$ cat config.mk
export PLATFORM = sky130hd
export DESIGN_NAME = psg_tone_noise_synth_top
export DESIGN_NICKNAME = d
export VERILOG_FILES = /design/src/design/psg_pkg.sv /design/src/design/psg_reload.sv /design/src/design/psg_core.sv /design/src/design/psg_tone_noise_synth_top.sv
export SDC_FILE = /design/constraint.sdc
export NUM_CORES = 1
export LEC_CHECK = 0
export BUFFER_PORTS_ARGS = -buffer_cell sky130_fd_sc_hd__buf_2
export CAP_MARGIN = 25
export CORE_UTILIZATION = 43
export DETAILED_ROUTE_END_ITERATION = 7
export GPL_TIMING_DRIVEN = 0
export PLACE_DENSITY = 0.6
export SYNTH_ARGS = -nofsm -noshare
export SYNTH_HDL_FRONTEND = slang
export SYNTH_SLANG_ARGS = --single-unit
$ cat constraint.sdc
create_clock -name clk -period 9.5 [get_ports clk]
set_clock_uncertainty 0.05 [all_clocks]
set_input_delay 0.475 -clock clk [delete_from_list [all_inputs] [get_ports clk]]
set_output_delay 0.475 -clock clk [all_outputs]
set_load 0.05 [all_outputs]
$ cat src/design/psg_pkg.sv
`timescale 1ns / 1ps

package psg_pkg;

    localparam int HP_W    = 10;
    localparam int SCALE_W = 16;
    localparam int CNT_W   = 10;
    localparam int ATT_W   = 4;
    localparam int LFSR_W  = 15;
    localparam int NUM_CH  = 4;
    localparam int NUM_TONE = 3;

    localparam logic [SCALE_W-1:0] PERIOD_SCALE_RESET = 16'd11561;
    localparam logic [LFSR_W-1:0]  LFSR_RESET         = 15'h4000;
    localparam logic [CNT_W-1:0]   CNT_MAX            = 10'd1023;

    localparam logic OP_WRITE = 1'b0;
    localparam logic OP_TICK  = 1'b1;

    localparam logic [2:0] REG_NOISE_RATE = 3'd6;

    localparam logic [1:0] NOISE_RATE_FAST   = 2'd0;
    localparam logic [1:0] NOISE_RATE_MID    = 2'd1;
    localparam logic [1:0] NOISE_RATE_SLOW   = 2'd2;
    localparam logic [1:0] NOISE_RATE_FOLLOW = 2'd3;

    localparam logic [CNT_W-1:0] NOISE_RELOAD_FAST = 10'd86;
    localparam logic [CNT_W-1:0] NOISE_RELOAD_MID  = 10'd43;
    localparam logic [CNT_W-1:0] NOISE_RELOAD_SLOW = 10'd22;

    localparam logic [1:0] CH_NOISE = 2'd0;
    localparam logic [1:0] CH_TONE1 = 2'd1;

    typedef struct packed {
        logic       op;
        logic [7:0] data_byte;
    } psg_in_t;

    typedef struct packed {
        logic       sample_valid;
        logic [7:0] sample;
        logic       bad_write;
    } psg_out_t;

endpackage

$ cat src/design/psg_reload.sv
`timescale 1ns / 1ps

module psg_reload #(
    parameter int SCALE_FRAC_BITS = 16
) (
    input  logic [psg_pkg::HP_W-1:0]    half_period,
    input  logic [psg_pkg::SCALE_W-1:0] period_scale,
    output logic [psg_pkg::CNT_W-1:0]   reload
);

    localparam int PROD_W = psg_pkg::HP_W + psg_pkg::SCALE_W;
    localparam int SUM_W  = PROD_W + 1;

    logic [PROD_W-1:0] prod;
    logic [SUM_W-1:0]  rounded;
    logic [SUM_W-1:0]  shifted;

    assign prod    = PROD_W'(half_period) * PROD_W'(period_scale);
    assign rounded = {1'b0, prod} + (SUM_W'(1) << (SCALE_FRAC_BITS - 1));
    assign shifted = rounded >> SCALE_FRAC_BITS;

    always_comb
    begin
        priority if (shifted == '0)
        begin
            reload = psg_pkg::CNT_W'(1);
        end
        else if (shifted > SUM_W'(psg_pkg::CNT_MAX))
        begin
            reload = psg_pkg::CNT_MAX;
        end
        else
        begin
            reload = shifted[psg_pkg::CNT_W-1:0];
        end
    end

endmodule

$ cat src/design/psg_core.sv
`timescale 1ns / 1ps

module psg_core #(
    parameter int SCALE_FRAC_BITS = 16
) (
    input  logic                         clk,
    input  logic                         rst_n,
    input  logic                         step,
    input  psg_pkg::psg_in_t             item,
    input  logic [psg_pkg::SCALE_W-1:0]  period_scale,
    output psg_pkg::psg_out_t            result
);

    logic [2:0]                                          latched_reg;
    logic [2:0]                                          latched_next;
    logic [psg_pkg::NUM_TONE-1:0][psg_pkg::HP_W-1:0]     half_period_reg;
    logic [psg_pkg::NUM_TONE-1:0][psg_pkg::HP_W-1:0]     half_period_next;
    logic [psg_pkg::NUM_CH-1:0][psg_pkg::CNT_W-1:0]      reload_reg;
    logic [psg_pkg::NUM_CH-1:0][psg_pkg::CNT_W-1:0]      reload_next;
    logic [psg_pkg::NUM_CH-1:0][psg_pkg::CNT_W-1:0]      counter_reg;
    logic [psg_pkg::NUM_CH-1:0][psg_pkg::CNT_W-1:0]      counter_next;
    logic [psg_pkg::NUM_CH-1:0]                          level_reg;
    logic [psg_pkg::NUM_CH-1:0]                          level_next;
    logic [psg_pkg::NUM_CH-1:0][psg_pkg::ATT_W-1:0]      att_reg;
    logic [psg_pkg::NUM_CH-1:0][psg_pkg::ATT_W-1:0]      att_next;
    logic                                                follow_reg;
    logic                                                follow_next;
    logic [psg_pkg::LFSR_W-1:0]                          lfsr_reg;
    logic [psg_pkg::LFSR_W-1:0]                          lfsr_next;

    logic [1:0]                  data_chan;
    logic [1:0]                  data_hp_idx;
    logic [psg_pkg::HP_W-1:0]    data_hp;
    logic [psg_pkg::CNT_W-1:0]   data_reload;

    // data bytes use the register latched earlier
    assign data_chan   = 2'd3 - latched_reg[2:1];
    assign data_hp_idx = data_chan - 2'd1;
    assign data_hp     = {item.data_byte[5:0], half_period_reg[data_hp_idx][3:0]};

    psg_reload #(
        .SCALE_FRAC_BITS(SCALE_FRAC_BITS)
    ) u_reload (
        .half_period  (data_hp),
        .period_scale (period_scale),
        .reload       (data_reload)
    );

    always_comb
    begin
        logic [2:0] new_reg;
        logic [1:0] chan;
        logic [1:0] hp_idx;
        logic [7:0] sum;

        latched_next     = latched_reg;
        half_period_next = half_period_reg;
        reload_next      = reload_reg;
        counter_next     = counter_reg;
        level_next       = level_reg;
        att_next         = att_reg;
        follow_next      = follow_reg;
        lfsr_next        = lfsr_reg;
        result           = '0;
        new_reg          = item.data_byte[6:4];
        chan             = 2'd3 - new_reg[2:1];
        hp_idx           = chan - 2'd1;
        sum              = '0;

        if (step)
        begin
            if (item.op == psg_pkg::OP_TICK)
            begin
                for (int c = 0; c < psg_pkg::NUM_CH; c++)
                begin
                    if (counter_reg[c] == '0)
                    begin
                        counter_next[c] = reload_reg[c];
                        if (c == 0)
                        begin
                            level_next[c] = lfsr_reg[0];
                            lfsr_next = {lfsr_reg[0] ^ lfsr_reg[1],
                                         lfsr_reg[psg_pkg::LFSR_W-1:1]};
                        end
                        else
                        begin
                            level_next[c] = ~level_reg[c];
                        end
                    end
                    else
                    begin
                        counter_next[c] = counter_reg[c] - psg_pkg::CNT_W'(1);
                    end
                    if (level_next[c])
                    begin
                        sum = sum + {2'b00, att_reg[c], 2'b00};
                    end
                end
                result.sample_valid = 1'b1;
                result.sample       = sum;
            end
            else if (item.data_byte[7])
            begin
                latched_next = new_reg;
                if (new_reg[0])
                begin
                    att_next[chan] = ~item.data_byte[3:0];
                end
                else if (chan == psg_pkg::CH_NOISE)
                begin
                    unique case (item.data_byte[1:0])
                        psg_pkg::NOISE_RATE_FAST:
                        begin
                            reload_next[0] = psg_pkg::NOISE_RELOAD_FAST;
                            follow_next    = 1'b0;
                        end
                        psg_pkg::NOISE_RATE_MID:
                        begin
                            reload_next[0] = psg_pkg::NOISE_RELOAD_MID;
                            follow_next    = 1'b0;
                        end
                        psg_pkg::NOISE_RATE_SLOW:
                        begin
                            reload_next[0] = psg_pkg::NOISE_RELOAD_SLOW;
                            follow_next    = 1'b0;
                        end
                        psg_pkg::NOISE_RATE_FOLLOW:
                        begin
                            reload_next[0] = reload_reg[1];
                            follow_next    = 1'b1;
                        end
                        default:
                        begin
                            reload_next[0] = reload_reg[0];
                        end
                    endcase
                    counter_next[0] = '0;
                    level_next[0]   = 1'b0;
                end
                else
                begin
                    half_period_next[hp_idx] = {half_period_reg[hp_idx][psg_pkg::HP_W-1:4],
                                                item.data_byte[3:0]};
                end
            end
            else
            begin
                if (latched_reg[0] || latched_reg >= psg_pkg::REG_NOISE_RATE)
                begin
                    result.bad_write = 1'b1;
                end
                else
                begin
                    half_period_next[data_hp_idx] = data_hp;
                    reload_next[data_chan]        = data_reload;
                    counter_next[data_chan]       = '0;
                    level_next[data_chan]         = 1'b0;
                    if (follow_reg && data_chan == psg_pkg::CH_TONE1)
                    begin
                        reload_next[0]  = data_reload;
                        counter_next[0] = '0;
                        level_next[0]   = 1'b0;
                    end
                end
            end
        end
    end

    always_ff @(posedge clk or negedge rst_n)
    begin
        if (!rst_n)
        begin
            latched_reg     <= '0;
            half_period_reg <= '0;
            reload_reg      <= '0;
            counter_reg     <= '0;
            level_reg       <= '0;
            att_reg         <= '0;
            follow_reg      <= 1'b0;
            lfsr_reg        <= psg_pkg::LFSR_RESET;
        end
        else
        begin
            latched_reg     <= latched_next;
            half_period_reg <= half_period_next;
            reload_reg      <= reload_next;
            counter_reg     <= counter_next;
            level_reg       <= level_next;
            att_reg         <= att_next;
            follow_reg      <= follow_next;
            lfsr_reg        <= lfsr_next;
        end
    end

endmodule

$ cat src/design/psg_tone_noise_synth_top.sv
`timescale 1ns / 1ps

// channel   direction  handshake              payload
// in        in         in_valid / in_ready    in_item (op, data_byte)
// out       out        out_valid / out_ready  out_item (sample_valid, sample, bad_write)
// cfg       in         cfg_we                 cfg_wdata (period_scale)
//
// an item is held in the input register, its result is captured in the output register
// one item per cycle sustained while results are taken; the period multiply sits between input and result registers
// reset clears all channel state, the noise shift register loads 0x4000
// a stalled result holds the output register; the input register takes one more item,
// then in_ready drops until the result is taken

module psg_tone_noise_synth_top #(
    parameter int SCALE_FRAC_BITS = 16
) (
    input  logic                         clk,
    input  logic                         rst_n,
    input  logic                         in_valid,
    output logic                         in_ready,
    input  psg_pkg::psg_in_t             in_item,
    output logic                         out_valid,
    input  logic                         out_ready,
    output psg_pkg::psg_out_t            out_item,
    input  logic                         cfg_we,
    input  logic [psg_pkg::SCALE_W-1:0]  cfg_wdata
);

    logic                         s1_valid_reg;
    logic                         s1_valid_next;
    psg_pkg::psg_in_t             s1_item_reg;
    logic                         out_valid_reg;
    logic                         out_valid_next;
    psg_pkg::psg_out_t            out_item_reg;
    logic [psg_pkg::SCALE_W-1:0]  scale_reg;
    logic [psg_pkg::SCALE_W-1:0]  scale_next;

    logic              out_free;
    logic              s1_advance;
    logic              in_take;
    psg_pkg::psg_out_t core_result;

    assign out_free   = !out_valid_reg || out_ready;
    assign s1_advance = s1_valid_reg && out_free;
    assign in_ready   = !s1_valid_reg || s1_advance;
    assign in_take    = in_valid && in_ready;

    assign s1_valid_next  = in_take || (s1_valid_reg && !s1_advance);
    assign out_valid_next = s1_advance || (out_valid_reg && !out_ready);
    assign scale_next     = cfg_we ? cfg_wdata : scale_reg;

    psg_core #(
        .SCALE_FRAC_BITS(SCALE_FRAC_BITS)
    ) u_core (
        .clk          (clk),
        .rst_n        (rst_n),
        .step         (s1_advance),
        .item         (s1_item_reg),
        .period_scale (scale_reg),
        .result       (core_result)
    );

    always_ff @(posedge clk or negedge rst_n)
    begin
        if (!rst_n)
        begin
            s1_valid_reg  <= 1'b0;
            out_valid_reg <= 1'b0;
            scale_reg     <= psg_pkg::PERIOD_SCALE_RESET;
        end
        else
        begin
            s1_valid_reg  <= s1_valid_next;
            out_valid_reg <= out_valid_next;
            scale_reg     <= scale_next;
        end
    end

    always_ff @(posedge clk)
    begin
        if (in_take)
        begin
            s1_item_reg <= in_item;
        end
        if (s1_advance)
        begin
            out_item_reg <= core_result;
        end
    end

    assign out_valid = out_valid_reg;
    assign out_item  = out_item_reg;

endmodule

# Word level (Yosys, flattened, before mapping)
# Cells that the tools add are included.
totals:
  reg_bits: 186
  inputBits: 30
  wordCells: 186
op_classes:
  addsub: 12
  n_mul: 1
  n_lt_le_gt_ge: 10
  eq_ne: 13
  mux: 73
  bitwise: 13
  reduce_logical: 36
op_table:
  columns: ["op", "count"]
  rows:
  - ["$mux W10", 19]
  - ["$mux W30", 5]
  - ["$mux W40", 2]
  - ["$mux W8", 9]
  - ["$bwmux W30", 2]
  - ["$demux W10 S2", 3]
  - ["$and A40 B40 Y40", 1]
  - ["$bmux W10 S2", 2]
  - ["$bwmux W40", 1]
  - ["$logic_not A10 Y1", 4]
  - ["$not A40 Y40", 1]
  - ["$pmux W10 S4", 1]
  - ["$sub A10 B1 Y10 const B", 4]
  - ["$add A26 B16 Y27 const B", 1]
  - ["$logic_not A27 Y1", 1]
  - ["$mul A10 B16 Y26", 1]
  - ["$add A8 B6 Y8", 3]
  - ["$mux W1", 18]
  - ["$bwmux W16", 1]
  - ["$mux W4", 4]
  - ["$reduce_and A5 Y1", 3]
  - ["$lt A2 B3 Y1 const B", 4]
  - ["$reduce_and A4 Y1", 3]
  - ["$gt A11 B10 Y1 const B", 1]
  - ["28 further kinds", 64]

# Longest topological paths before layout
# Gate-level depths: netlist of the first run.
logic_depth:
  ltp_word: 18
  mapped_depth: 28

# Hierarchy
# Synthesis of the first run repeated with hierarchy kept, for this count alone.
unflattened:
  hier_cells: 1476
  hier_area_um2: 13907.1
modules_own_cells:
  columns: ["module", "instances", "cells_per_inst", "area_per_inst_um2", "seq_area_each_um2"]
  rows:
  - ["psg_core", 1, 798, 7290.7, 3279.4]
  - ["psg_reload", 1, 617, 5298.8, 0.0]
  - ["psg_tone_noise_synth_top", 1, 61, 1317.5, 1029.7]

# Worst setup path before layout of the first run
# Ideal clock, no wire load.
synth_path:
  kind: "register to register"
  from: "register u_core.latched_reg[1]"
  to: "register u_core.reload_reg[0] (netlist bit)"
  setup_time_ps: 129
  arrival_time_ps: 6937
  t_required_ps: 9321
  path_slack_ps: 2384
  stages_incl_launch_ff: 29
  path_buffers: 5
  synth_period_minus_slack_ps: 7116
  path_cell_list: "dfrtp_1 > buf_2 > inv_1 > ha_1 > buf_4 > mux2i_1 > o21ai_1 > clkbuf_1 > nand2_1 > fa_1 > fa_1 > inv_1 > fa_1 > fa_1 > inv_1 > fa_1 > inv_1 > ha_1 > nand4_1 > nor2_1 > or3_1 > and3b_1 > buf_2 > a211oi_2 > or3_1 > and2_1 > buf_2 > nor4_1 > a21oi_1"
synth_between:
  elab_chain_len: 13
synth_lines:
  columns: ["element", "line_no", "source"]
  rows:
  - ["start: declaration", "psg_core.sv:14", "logic [2:0] latched_reg;"]
  - ["start signal: assignment", "psg_core.sv:184", "latched_reg <= latched_next;"]
  - ["$sub A2 B2 Y2", "psg_core.sv:37", "assign data_chan = 2'd3 - latched_reg[2:1];"]
  - ["$sub A2 B1 Y2", "psg_core.sv:38", "assign data_hp_idx = data_chan - 2'd1;"]
  - ["$bmux W10 S2", "psg_core.sv:39", "assign data_hp = {item.data_byte[5:0], half_period_reg[data_hp_idx][3:0]};"]
  - ["$mux W4 (implied by the code)", "psg_core.sv:39", null]
  - ["$mul A10 B16 Y26", "psg_reload.sv:18", "assign prod = PROD_W'(half_period) * PROD_W'(period_scale);"]
  - ["$add A26 B16 Y27", "psg_reload.sv:19", "assign rounded = {1'b0, prod} + (SUM_W'(1) << (SCALE_FRAC_BITS - 1));"]
  - ["$gt A11 B10 Y1", "psg_reload.sv:28", "else if (shifted > SUM_W'(psg_pkg::CNT_MAX))"]
  - ["$mux W10", "psg_reload.sv:28", null]
  - ["$mux W10", "psg_reload.sv:24", "priority if (shifted == '0)"]
  - ["$bwmux W40", "psg_core.sv:155", "reload_next[data_chan] = data_reload;"]
  - ["$mux W10", "psg_core.sv:158", "if (follow_reg && data_chan == psg_pkg::CH_TONE1)"]
  - ["$mux W10", "psg_core.sv:148", "if (latched_reg[0] || latched_reg >= psg_pkg::REG_NOISE_RATE)"]
  - ["$mux W10", "psg_core.sv:102", "else if (item.data_byte[7])"]
  - ["end signal: assignment", "psg_core.sv:186", "reload_reg <= reload_next;"]
  - ["end: declaration", "psg_core.sv:18", "logic [psg_pkg::NUM_CH-1:0][psg_pkg::CNT_W-1:0] reload_reg;"]
# Parallel ways exist; a longest one is shown, timed or not. The select of a mux whose other input is x is not followed.
# A chain may end at the register's enable or synchronous reset.

# Worst setup path after layout of the first run
layout_path:
  from: "register u_core.latched_reg[1]"
  to: "register u_core.reload_reg[19] (netlist bit)"
layout_between:
  elab_chain_len: 10
layout_lines:
  columns: ["element", "line_no"]
  rows:
  - ["$sub A2 B2 Y2", "psg_core.sv:37"]
  - ["$sub A2 B1 Y2", "psg_core.sv:38"]
  - ["$bmux W10 S2", "psg_core.sv:39"]
  - ["$mux W4 (implied by the code)", "psg_core.sv:39"]
  - ["$mul A10 B16 Y26", "psg_reload.sv:18"]
  - ["$add A26 B16 Y27", "psg_reload.sv:19"]
  - ["$gt A11 B10 Y1", "psg_reload.sv:28"]
  - ["$mux W10", "psg_reload.sv:28"]
  - ["$mux W10", "psg_reload.sv:24"]
  - ["$bwmux W40", "psg_core.sv:155"]
# Parallel ways exist; a longest one is shown, timed or not. The select of a mux whose other input is x is not followed.

==> impl_metrics.py, run 1 <==
metrics = {
    "run_status": {
        "status": "finished with violations",
        "violations": "DRC",
    },
    "sta": {
        "fmax_mhz": 115,
        "max-slew-margin-rel_pct": 43.3,
        "slew_violations": 0,
        "hold_slack_ns": 0.0195,
        "worst_pin_slew_ns": 0.851,
        "rsz0062_at_grt": "no",
        "finalSetupViolations": 0,
        "finalWorstSetupSlack_ns": 0.810,
        "hold_violations": 0,
        "tns_ns": 0,
        "post-route-period-util_pct": 91.5,
        "finalCriticalPeriod_ns": 8.69,
    },
    "logic_synthesis": {
        "synth_area_leaders": "dfrtp_1 (26%), fa_1 (17%), ha_1 (8.8%)",
        "synth_cells": 1452,
        "avgSynthCellArea_sq_um": 9.29,
        "yosysUniqueCellTypes": 71,
        "ys_ff_latch": 166,
        "async_flop_share_pct": 89.8,
        "ys_seq_area_share_pct": 31.5,
        "ys_dominant_reg_cell": "dfrtp_1",
        "synth_top_cell_by_area": "dfrtp_1",
        "yosys.area.top_type_share_pct": 26.2,
        "synth_edf_count": 17,
        "syn_area_sq_um": 13500,
        "synth_warnings": 0,
    },
    "placement": {
        "port_buffers": 38,
        "gp_congestion": 0.841,
        "dp_hpwl_um": 24900,
        "pre_cts_ws_ns": 0.802,
    },
    "floorplan": {
        "fp-row-count": 64,
        "die_w_um": 179,
        "io_pins": 42,
        "initial_utilization_pct": 43.9,
        "core-area_sq_um": 30700,
        "fp.dieH_um": 179,
        "die_area_sq_um": 32100,
    },
    "setup_path": {
        "crit_end": "u_core.reload_reg[19]",
        "timing.rr.start": "u_core.latched_reg[1]",
        "slowest_stage": "o21ai_1",
        "start_kind": "flop",
        "crit_path_max_fanout": 10,
        "path_class": "flop to flop",
        "critPathRequiredTime_ns": 9.75,
        "regToRegSetupSlack_ns": 0.81,
        "critical-path-max-stage-delay_ns": 0.64,
        "crit_start": "u_core.latched_reg[1]",
        "endpoint_kind": "flop",
        "r2r_cells": 28,
        "worst_path_most_repeated_cell": "fa_1",
        "cp_data_arrival_time_ns": 8.94,
        "rr_endpoint": "u_core.reload_reg[19]",
    },
    "global_routing": {
        "use_met1_pct": 30.8,
        "busiest_layer": "met2",
        "grt_max_degree": 81,
        "antenna_found_initial": 0,
        "grt_pass1_vias": 10400,
        "use_met2_pct": 36.2,
        "grtUsageTotal_pct": 22.4,
        "grt_overflow": 0,
        "met3_usage_pct": 3.94,
        "grt_pass1_wl_um": 55100,
    },
    "clocking": {
        "post_cts_resized": 0,
        "ctsHoldBuffers": 0,
        "root_buffer": "clkbuf_16",
        "cts_buffer_depth": 2,
        "cts_tree": "built",
        "numCtsBuffers": 17,
        "clk_pin_slew_ns": 0.07,
        "ctsHtreeMaxLevel": 4,
        "cts_setup_buffers": 0,
        "clock_latency_ns": 0.45,
        "cts_sinks": 166,
    },
    "drt": {
        "drc": 8,
        "via_count": 10400,
        "antenna_left": 0,
        "wl_per_cell_um": 17.2,
        "first_iter_violations": 579,
        "drtPass1Iterations": 7,
        "vias_per_cell": 5.40,
        "routed_wl_um": 33100,
    },
    "layout": {
        "nets": 1750,
        "drive_above_1_share_pct": 9.51,
        "layout_commonest_cell": "nand2_1",
        "mostFrequentLayoutCells": "nand2_1 (201), inv_1 (155), dfrtp_1 (141), o21ai_0 (115), fa_1 (114)",
        "n_antenna_cell": 0,
        "syn_to_final_growth_pct": 9.81,
    },
    "min_path": {
        "hold_path.class": "primary input to async pin",
    },
    "run": {
        "cap_violations": 0,
    },
}
[worst max-delay path, delay by kind of cell (launching register included)]
| kind | cells | cell delay, ns |
|---|---|---|
| fa+ha+maj | 7 | 3.27 |
| simple gates | 8 | 2.10 |
| buf+inv | 9 | 1.63 |
| compound gates | 3 | 0.91 |
| flops | 1 | 0.43 |
| mux | 1 | 0.12 |
[layout make-up]
| cell class | count | area [sq um] |
|---|---|---|
| Buffer | 72 | 289 |
| Clock buffer | 19 | 443 |
| Clock inverter | 13 | 158 |
| Fill cell | 2979 | 15900 |
| Inverter | 155 | 582 |
| Multi-Input combinational cell | 1060 | 8380 |
| Sequential cell | 166 | 4250 |
| Tap cell | 396 | 495 |
| Timing Repair Buffer | 39 | 224 |
[through the flow]
stage                     cell area [sq um]  utilization [%]  instances
after floorplan                       13500                -       1453
after global placement                14200             46.1       1887
after detailed placement              14200             46.2       1888
after CTS                             14800             48.2       1920
after global routing                  14800             48.2       1920
final                                 14800             48.2       1920
[worst min-delay path by stage]
stage,startpoint,to,cells past startpoint
2_1_floorplan,rst_n,out_valid,0
3_3_place_gp,u_core.att_reg[0],u_core.att_reg[0],2
3_5_place_dp,u_core.att_reg[0],u_core.att_reg[0],2
4_1_cts,rst_n,scale_reg[1],1
5_1_grt,rst_n,u_core.att_reg[5],1
6_report,rst_n,u_core.att_reg[5],1
[Yosys cell counts (14+ instances only)]
cell      count
o21a_1       19
nor2_1       76
o21ai_0     115
xnor2_1      17
edfxtp_1     17
a21o_1       14
and2_1       77
a21oi_1      73
fa_1        114
nor3_1       21
nand2_1     201
nand3_1      19
dfrtp_1     141
clkbuf_1     63
mux2_2       38
inv_1       155
ha_1         95
[metal layers]
metal / vias up / wire length [um]
met4: 0 / 505
li1: 4965 / -
met1: 5132 / 15500
met5: - / 0
met3: 34 / 1740
met2: 237 / 15400
[logic make-up (layout without fill, tap and decap cells)]
| kind of cell | Yosys count | count (layout) | synth area share [%] |
|---|---|---|---|
| multiplexers | 47 | 47 | 3.90 |
| XOR/XNOR | 26 | 26 | 1.80 |
| AND/OR/NAND/NOR | 469 | 469 | 16.7 |
| flip-flops | 166 | 166 | 31.5 |
| adder cells (fa/ha/maj) | 209 | 209 | 25.7 |
| AO/OA/AOI/OAI | 307 | 307 | 13.9 |
| buffers and inverters | 227 | 298 | 6.45 |
| other | 1 | 2 | 0.0278 |
Power of run 1 is left out: the tool's default activity adds up to more than one toggle a clock period on the data nets, which glitch-free logic cannot reach.
==> inputs of run 2 (changes only) <==
CORE_UTILIZATION = 50   (was 43)
PLACE_DENSITY = 0.67   (was 0.6)
RECOVER_POWER = 50   (was not set)
==> run 2 against run 1 <==
  * The flow finishes with violations (DRC, capacitance limit, slew limit)
  * Non-clock buffer count did not move
  * Critical endpoint unchanged
  * Sequential cell count did not move
  * Cell area fell by 0.97%
  * Register-to-register slack got worse by 0.09 ns
  * Critical path depth did not move
==> impl_metrics.py, run 2 (same netlist as run 1, synthesis figures left out) <==
metrics = {
    "run_status": {
        "status": "finished with violations",
        "violations": "DRC, capacitance limit, slew limit",
    },
    "floorplan": {
        "initial_utilization_pct": 51.3,
        "fp.dieH_um": 166,
        "die_w_um": 166,
        "die_area_sq_um": 27600,
        "fp-row-count": 59,
        "core-area_sq_um": 26300,
        "io_pins": 42,
    },
    "setup_path": {
        "critical-path-max-stage-delay_ns": 0.77,
        "start_kind": "flop",
        "crit_cells": 28,
        "endpoint_kind": "flop",
        "r2r_cells": 28,
        "path_class": "flop to flop",
        "critPathRequiredTime_ns": 9.75,
        "worst_path_dominant_cell_family": "adder cells",
        "cp_num_buf_inv": 9,
        "crit_path_max_fanout": 10,
        "cp_data_arrival_time_ns": 9.03,
        "regToRegSetupSlack_ns": 0.72,
        "worst_path_most_repeated_cell": "fa_1",
        "slowest_stage": "o21ai_1",
        "rr_endpoint": "u_core.reload_reg[19]",
        "timing.rr.start": "u_core.latched_reg[1]",
    },
    "clocking": {
        "cts_buffer_depth": 2,
        "clock_latency_ns": 0.44,
        "numCtsBuffers": 17,
        "clk_pin_slew_ns": 0.07,
        "cts_sinks": 166,
        "ctsHtreeMaxLevel": 4,
        "cts_tree": "built",
        "root_buffer": "clkbuf_16",
        "cts_setup_buffers": 0,
        "post_cts_resized": 0,
        "ctsHoldBuffers": 0,
    },
    "drt": {
        "vias_per_cell": 5.58,
        "drtPass1Iterations": 7,
        "via_count": 10400,
        "antenna_left": 0,
        "routed_wl_um": 32200,
        "drc": 1,
        "wl_per_cell_um": 17.3,
        "first_iter_violations": 693,
    },
    "layout": {
        "nets": 1750,
        "layout_commonest_cell": "nand2_1",
        "final_cells": 1859,
        "mostFrequentLayoutCells": "nand2_1 (201), inv_1 (155), dfrtp_1 (141), o21ai_0 (115), fa_1 (114)",
        "n_antenna_cell": 0,
        "drive_above_1_share_pct": 8.99,
        "nFillCells": 2388,
        "syn_to_final_growth_pct": 8.75,
    },
    "min_path": {
        "min_from": "in_item[7]",
        "min_to": "s1_item_reg[7]",
        "holdPathStages": 1,
        "hold_path.class": "primary input to flop",
    },
    "placement": {
        "port_buffers": 38,
        "gp_congestion": 0.857,
        "dp_hpwl_um": 24100,
        "dpl.cell_count": 1827,
    },
    "sta": {
        "fmax_mhz": 114,
        "worst_pin_slew_ns": 4.06,
        "finalSetupViolations": 0,
        "max-slew-margin-rel_pct": -170,
        "finalCriticalPeriod_ns": 8.78,
        "hold_violations": 0,
        "tns_ns": 0,
        "slew_violations": 152,
        "rsz0062_at_grt": "no",
        "post-route-period-util_pct": 92.4,
    },
    "global_routing": {
        "grt_max_degree": 76,
        "grt_overflow": 0,
        "grt_pass1_wl_um": 54300,
        "grt_pass1_vias": 10700,
        "grtUsageTotal_pct": 24.9,
        "antenna_found_initial": 0,
    },
    "run": {
        "cap_violations": 2,
    },
}
-- run 2: layout make-up --
cell class | instances | area, sq um | share of cell area [%]
Buffer | 72 | 289 | 1.97
Clock buffer | 18 | 429 | 2.93
Clock inverter | 14 | 143 | 0.972
Inverter | 155 | 582 | 3.97
Multi-Input combinational cell | 1060 | 8380 | 57.1
Sequential cell | 166 | 4250 | 29.0
Tap cell | 335 | 419 | 2.86
Timing Repair Buffer | 39 | 185 | 1.26
-- run 2: routing by layer --
metal | up-vias | part of all wire [%] | wire [um] | track usage, %
met5 | - | 0 | 0 | 0
met4 | 0 | 2.4 | 782 | 8.94
met3 | 54 | 5.1 | 1650 | 3.69
met2 | 279 | 47 | 15200 | 41.6
met1 | 5067 | 45 | 14600 | 33.0
li1 | 4972 | - | - | -
-- run 2: worst max path at each step --
stage	startpoint	end	slack, ns
2_1_floorplan	u_core.latched_reg[1]	u_core.reload_reg[0]	2.38
3_3_place_gp	u_core.latched_reg[1]	u_core.reload_reg[19]	0.90
3_5_place_dp	u_core.latched_reg[1]	u_core.reload_reg[19]	0.78
4_1_cts	u_core.latched_reg[1]	u_core.reload_reg[19]	0.77
5_1_grt	u_core.latched_reg[1]	u_core.reload_reg[19]	0.41
6_report	u_core.latched_reg[1]	u_core.reload_reg[19]	0.72
-- run 2: stage by stage --
stage / cell area, sq um / setup slack (ns) / utilization (%) / hold WS, ns
2_1_floorplan: 13500 / 2.38 / - / 0.129
3_3_place_gp: 14100 / 0.896 / 53.7 / 0.406
3_5_place_dp: 14100 / 0.782 / 53.8 / 0.414
4_1_cts: 14700 / 0.770 / 56.0 / 0.0510
5_1_grt: 14700 / 0.415 / 55.8 / 0.145
6_report: 14700 / 0.719 / 55.8 / 0.155
Power of run 2 is left out for the same reason.
==> inputs of run 3 (changes only) <==
ABC_AREA = 1   (was not set)
==> run 3 against run 2 <==
  * The flow finishes with violations (capacitance limit, slew limit)
  * Routed wire length rose by 12%
  * Global-route usage rose by 1.9 points
  * Fmax rose by 10%
  * Cell count rose by 21%
  * Cell area rose by 4.1%
  * Synthesized area rose by 4.2%
  * Hold slack got worse by 0.0077 ns
  * Die area rose by 4.1%
  * Non-clock buffer count fell by 12
  * Core utilization fell by 0.73 points
==> impl_metrics.py, run 3 <==
metrics = {
    "sta": {
        "finalSetupViolations": 0,
        "rsz0062_at_grt": "no",
        "hold_violations": 0,
        "max-slew-margin-rel_pct": -211,
        "post-route-period-util_pct": 83.8,
        "fmax_mhz": 126,
        "finalCriticalPeriod_ns": 7.96,
        "slew_violations": 152,
        "tns_ns": 0,
        "worst_pin_slew_ns": 4.66,
    },
    "floorplan": {
        "initial_utilization_pct": 50.7,
        "fp.dieH_um": 170,
        "die_w_um": 170,
        "die_area_sq_um": 28800,
        "core-area_sq_um": 27700,
        "io_pins": 42,
        "fp-row-count": 61,
    },
    "clocking": {
        "cts_sinks": 166,
        "cts_setup_buffers": 0,
        "ctsHtreeMaxLevel": 4,
        "numCtsBuffers": 17,
        "root_buffer": "clkbuf_16",
        "post_cts_resized": 0,
        "cts_tree": "built",
        "ctsHoldBuffers": 0,
        "cts_buffer_depth": 2,
        "clk_pin_slew_ns": 0.08,
        "clock_latency_ns": 0.45,
    },
    "drt": {
        "vias_per_cell": 5.27,
        "via_count": 11800,
        "antenna_left": 0,
        "drc": 0,
        "first_iter_violations": 772,
        "routed_wl_um": 35900,
        "drtPass1Iterations": 6,
        "wl_per_cell_um": 16.0,
    },
    "logic_synthesis": {
        "synth_edf_count": 17,
        "ys_seq_area_share_pct": 30.2,
        "yosys.cell_count.top_type": "nand2_1",
        "ys_dominant_reg_cell": "dfrtp_1",
        "async_flop_share_pct": 89.8,
        "yosys.area.top_type_share_pct": 25.1,
        "synth_top_cell_by_area": "dfrtp_1",
        "avgSynthCellArea_sq_um": 7.85,
        "ys_ff_latch": 166,
        "synth_cells": 1790,
        "synth_warnings": 0,
        "yosysUniqueCellTypes": 61,
        "netlist_top_cells_count": "nand2_1 (433), inv_1 (348), nor2_1 (147)",
        "synth_area_leaders": "dfrtp_1 (25%), fa_1 (16%), nand2_1 (12%)",
        "syn_area_sq_um": 14100,
    },
    "layout": {
        "nFillCells": 2624,
        "nets": 2089,
        "drive_above_1_share_pct": 6.92,
        "mostFrequentLayoutCells": "nand2_1 (433), inv_1 (348), nor2_1 (147), dfrtp_1 (141), o21ai_0 (133)",
        "layout_commonest_cell": "nand2_1",
        "syn_to_final_growth_pct": 8.61,
        "n_antenna_cell": 0,
    },
    "placement": {
        "port_buffers": 39,
        "gp_congestion": 0.916,
        "dp_hpwl_um": 27800,
    },
    "run_status": {
        "status": "finished with violations",
        "violations": "capacitance limit, slew limit",
    },
    "setup_path": {
        "crit_path_max_fanout": 10,
        "start_kind": "flop",
        "path_class": "flop to flop",
        "critical-path-max-stage-delay_ns": 0.68,
        "cp_data_arrival_time_ns": 8.30,
        "slowest_stage": "xnor2_1",
        "endpoint_kind": "flop",
        "critPathRequiredTime_ns": 9.84,
    },
    "global_routing": {
        "grt_pass1_vias": 12000,
        "use_met2_pct": 45.6,
        "grt_pass1_wl_um": 59900,
        "use_met1_pct": 34.0,
        "grt_max_degree": 86,
        "antenna_found_initial": 0,
        "grtUsageTotal_pct": 26.8,
        "met3_usage_pct": 5.29,
        "busiest_layer": "met2",
        "grt_overflow": 0,
    },
    "min_path": {
        "hold_path.class": "primary input to flop",
    },
    "run": {
        "cap_violations": 2,
    },
}
[run 3: layer usage]
layer / wire, um / up-vias
met4: 973 / 0
met2: 17200 / 361
li1: - / 5718
met5: 0 / -
met3: 2260 / 61
met1: 15500 / 5674
[run 3: per-stage QoR]
stage	instances	hold WS, ns	instance area [sq um]	util [%]	setup WS (ns)
after global routing	2241	0.133	15300	55.1	1.10
after global placement	2208	0.404	14700	53.2	1.73
after detailed placement	2209	0.407	14800	53.3	1.66
final	2241	0.147	15300	55.1	1.54
after floorplan	1791	0.129	14100	-	3.13
after CTS	2241	0.0875	15300	55.2	1.65
[run 3: cell families after synthesis]
kind of cell | share of synthesized area (%)
other cells | 0.0267
xor+xnor | 1.05
compound gates | 11.9
mux | 1.04
flops | 30.2
simple gates | 19.7
fa+ha+maj | 24.7
buf+inv | 11.4
[run 3: area by class of cell]
cell class / count / area (sq um) / share of cell area (%)
clock buffer: 20 / 437 / 2.86
inverter: 355 / 1340 / 8.75
clock inverter: 12 / 106 / 0.697
multi-input combinational: 1211 / 8210 / 53.8
tap: 378 / 473 / 3.10
timing repair buffer: 40 / 198 / 1.29
sequential: 166 / 4250 / 27.8
buffer: 59 / 259 / 1.70
[run 3: path summary, 6_finish.rpt]
check                                       from              endpoint  slack, ns  cells after the start
max in group asynchronous                  rst_n    u_core.lfsr_reg[8]       2.81                      2
min                                   in_item[3]        s1_item_reg[3]       0.15                      1
min reg2reg                   u_core.lfsr_reg[6]    u_core.lfsr_reg[6]       0.42                      2
max                        u_core.latched_reg[1]  u_core.reload_reg[0]       1.54                     29
min in group asynchronous                  rst_n     u_core.att_reg[3]       1.65                      1
max reg2reg                u_core.latched_reg[1]  u_core.reload_reg[0]       1.54                     29
[run 3: worst max-delay path: cells and delay by family, from the launching register on]
kind / cells / cell delay, ns
adders and majority gates: 7 / 3.33
buffers and inverters: 8 / 1.32
xor gates and xnor gates: 1 / 0.68
AOI/OAI and AO/OA: 6 / 1.17
and+or+nand+nor: 7 / 0.95
DFF: 1 / 0.39
Power of run 3 is left out for the same reason.
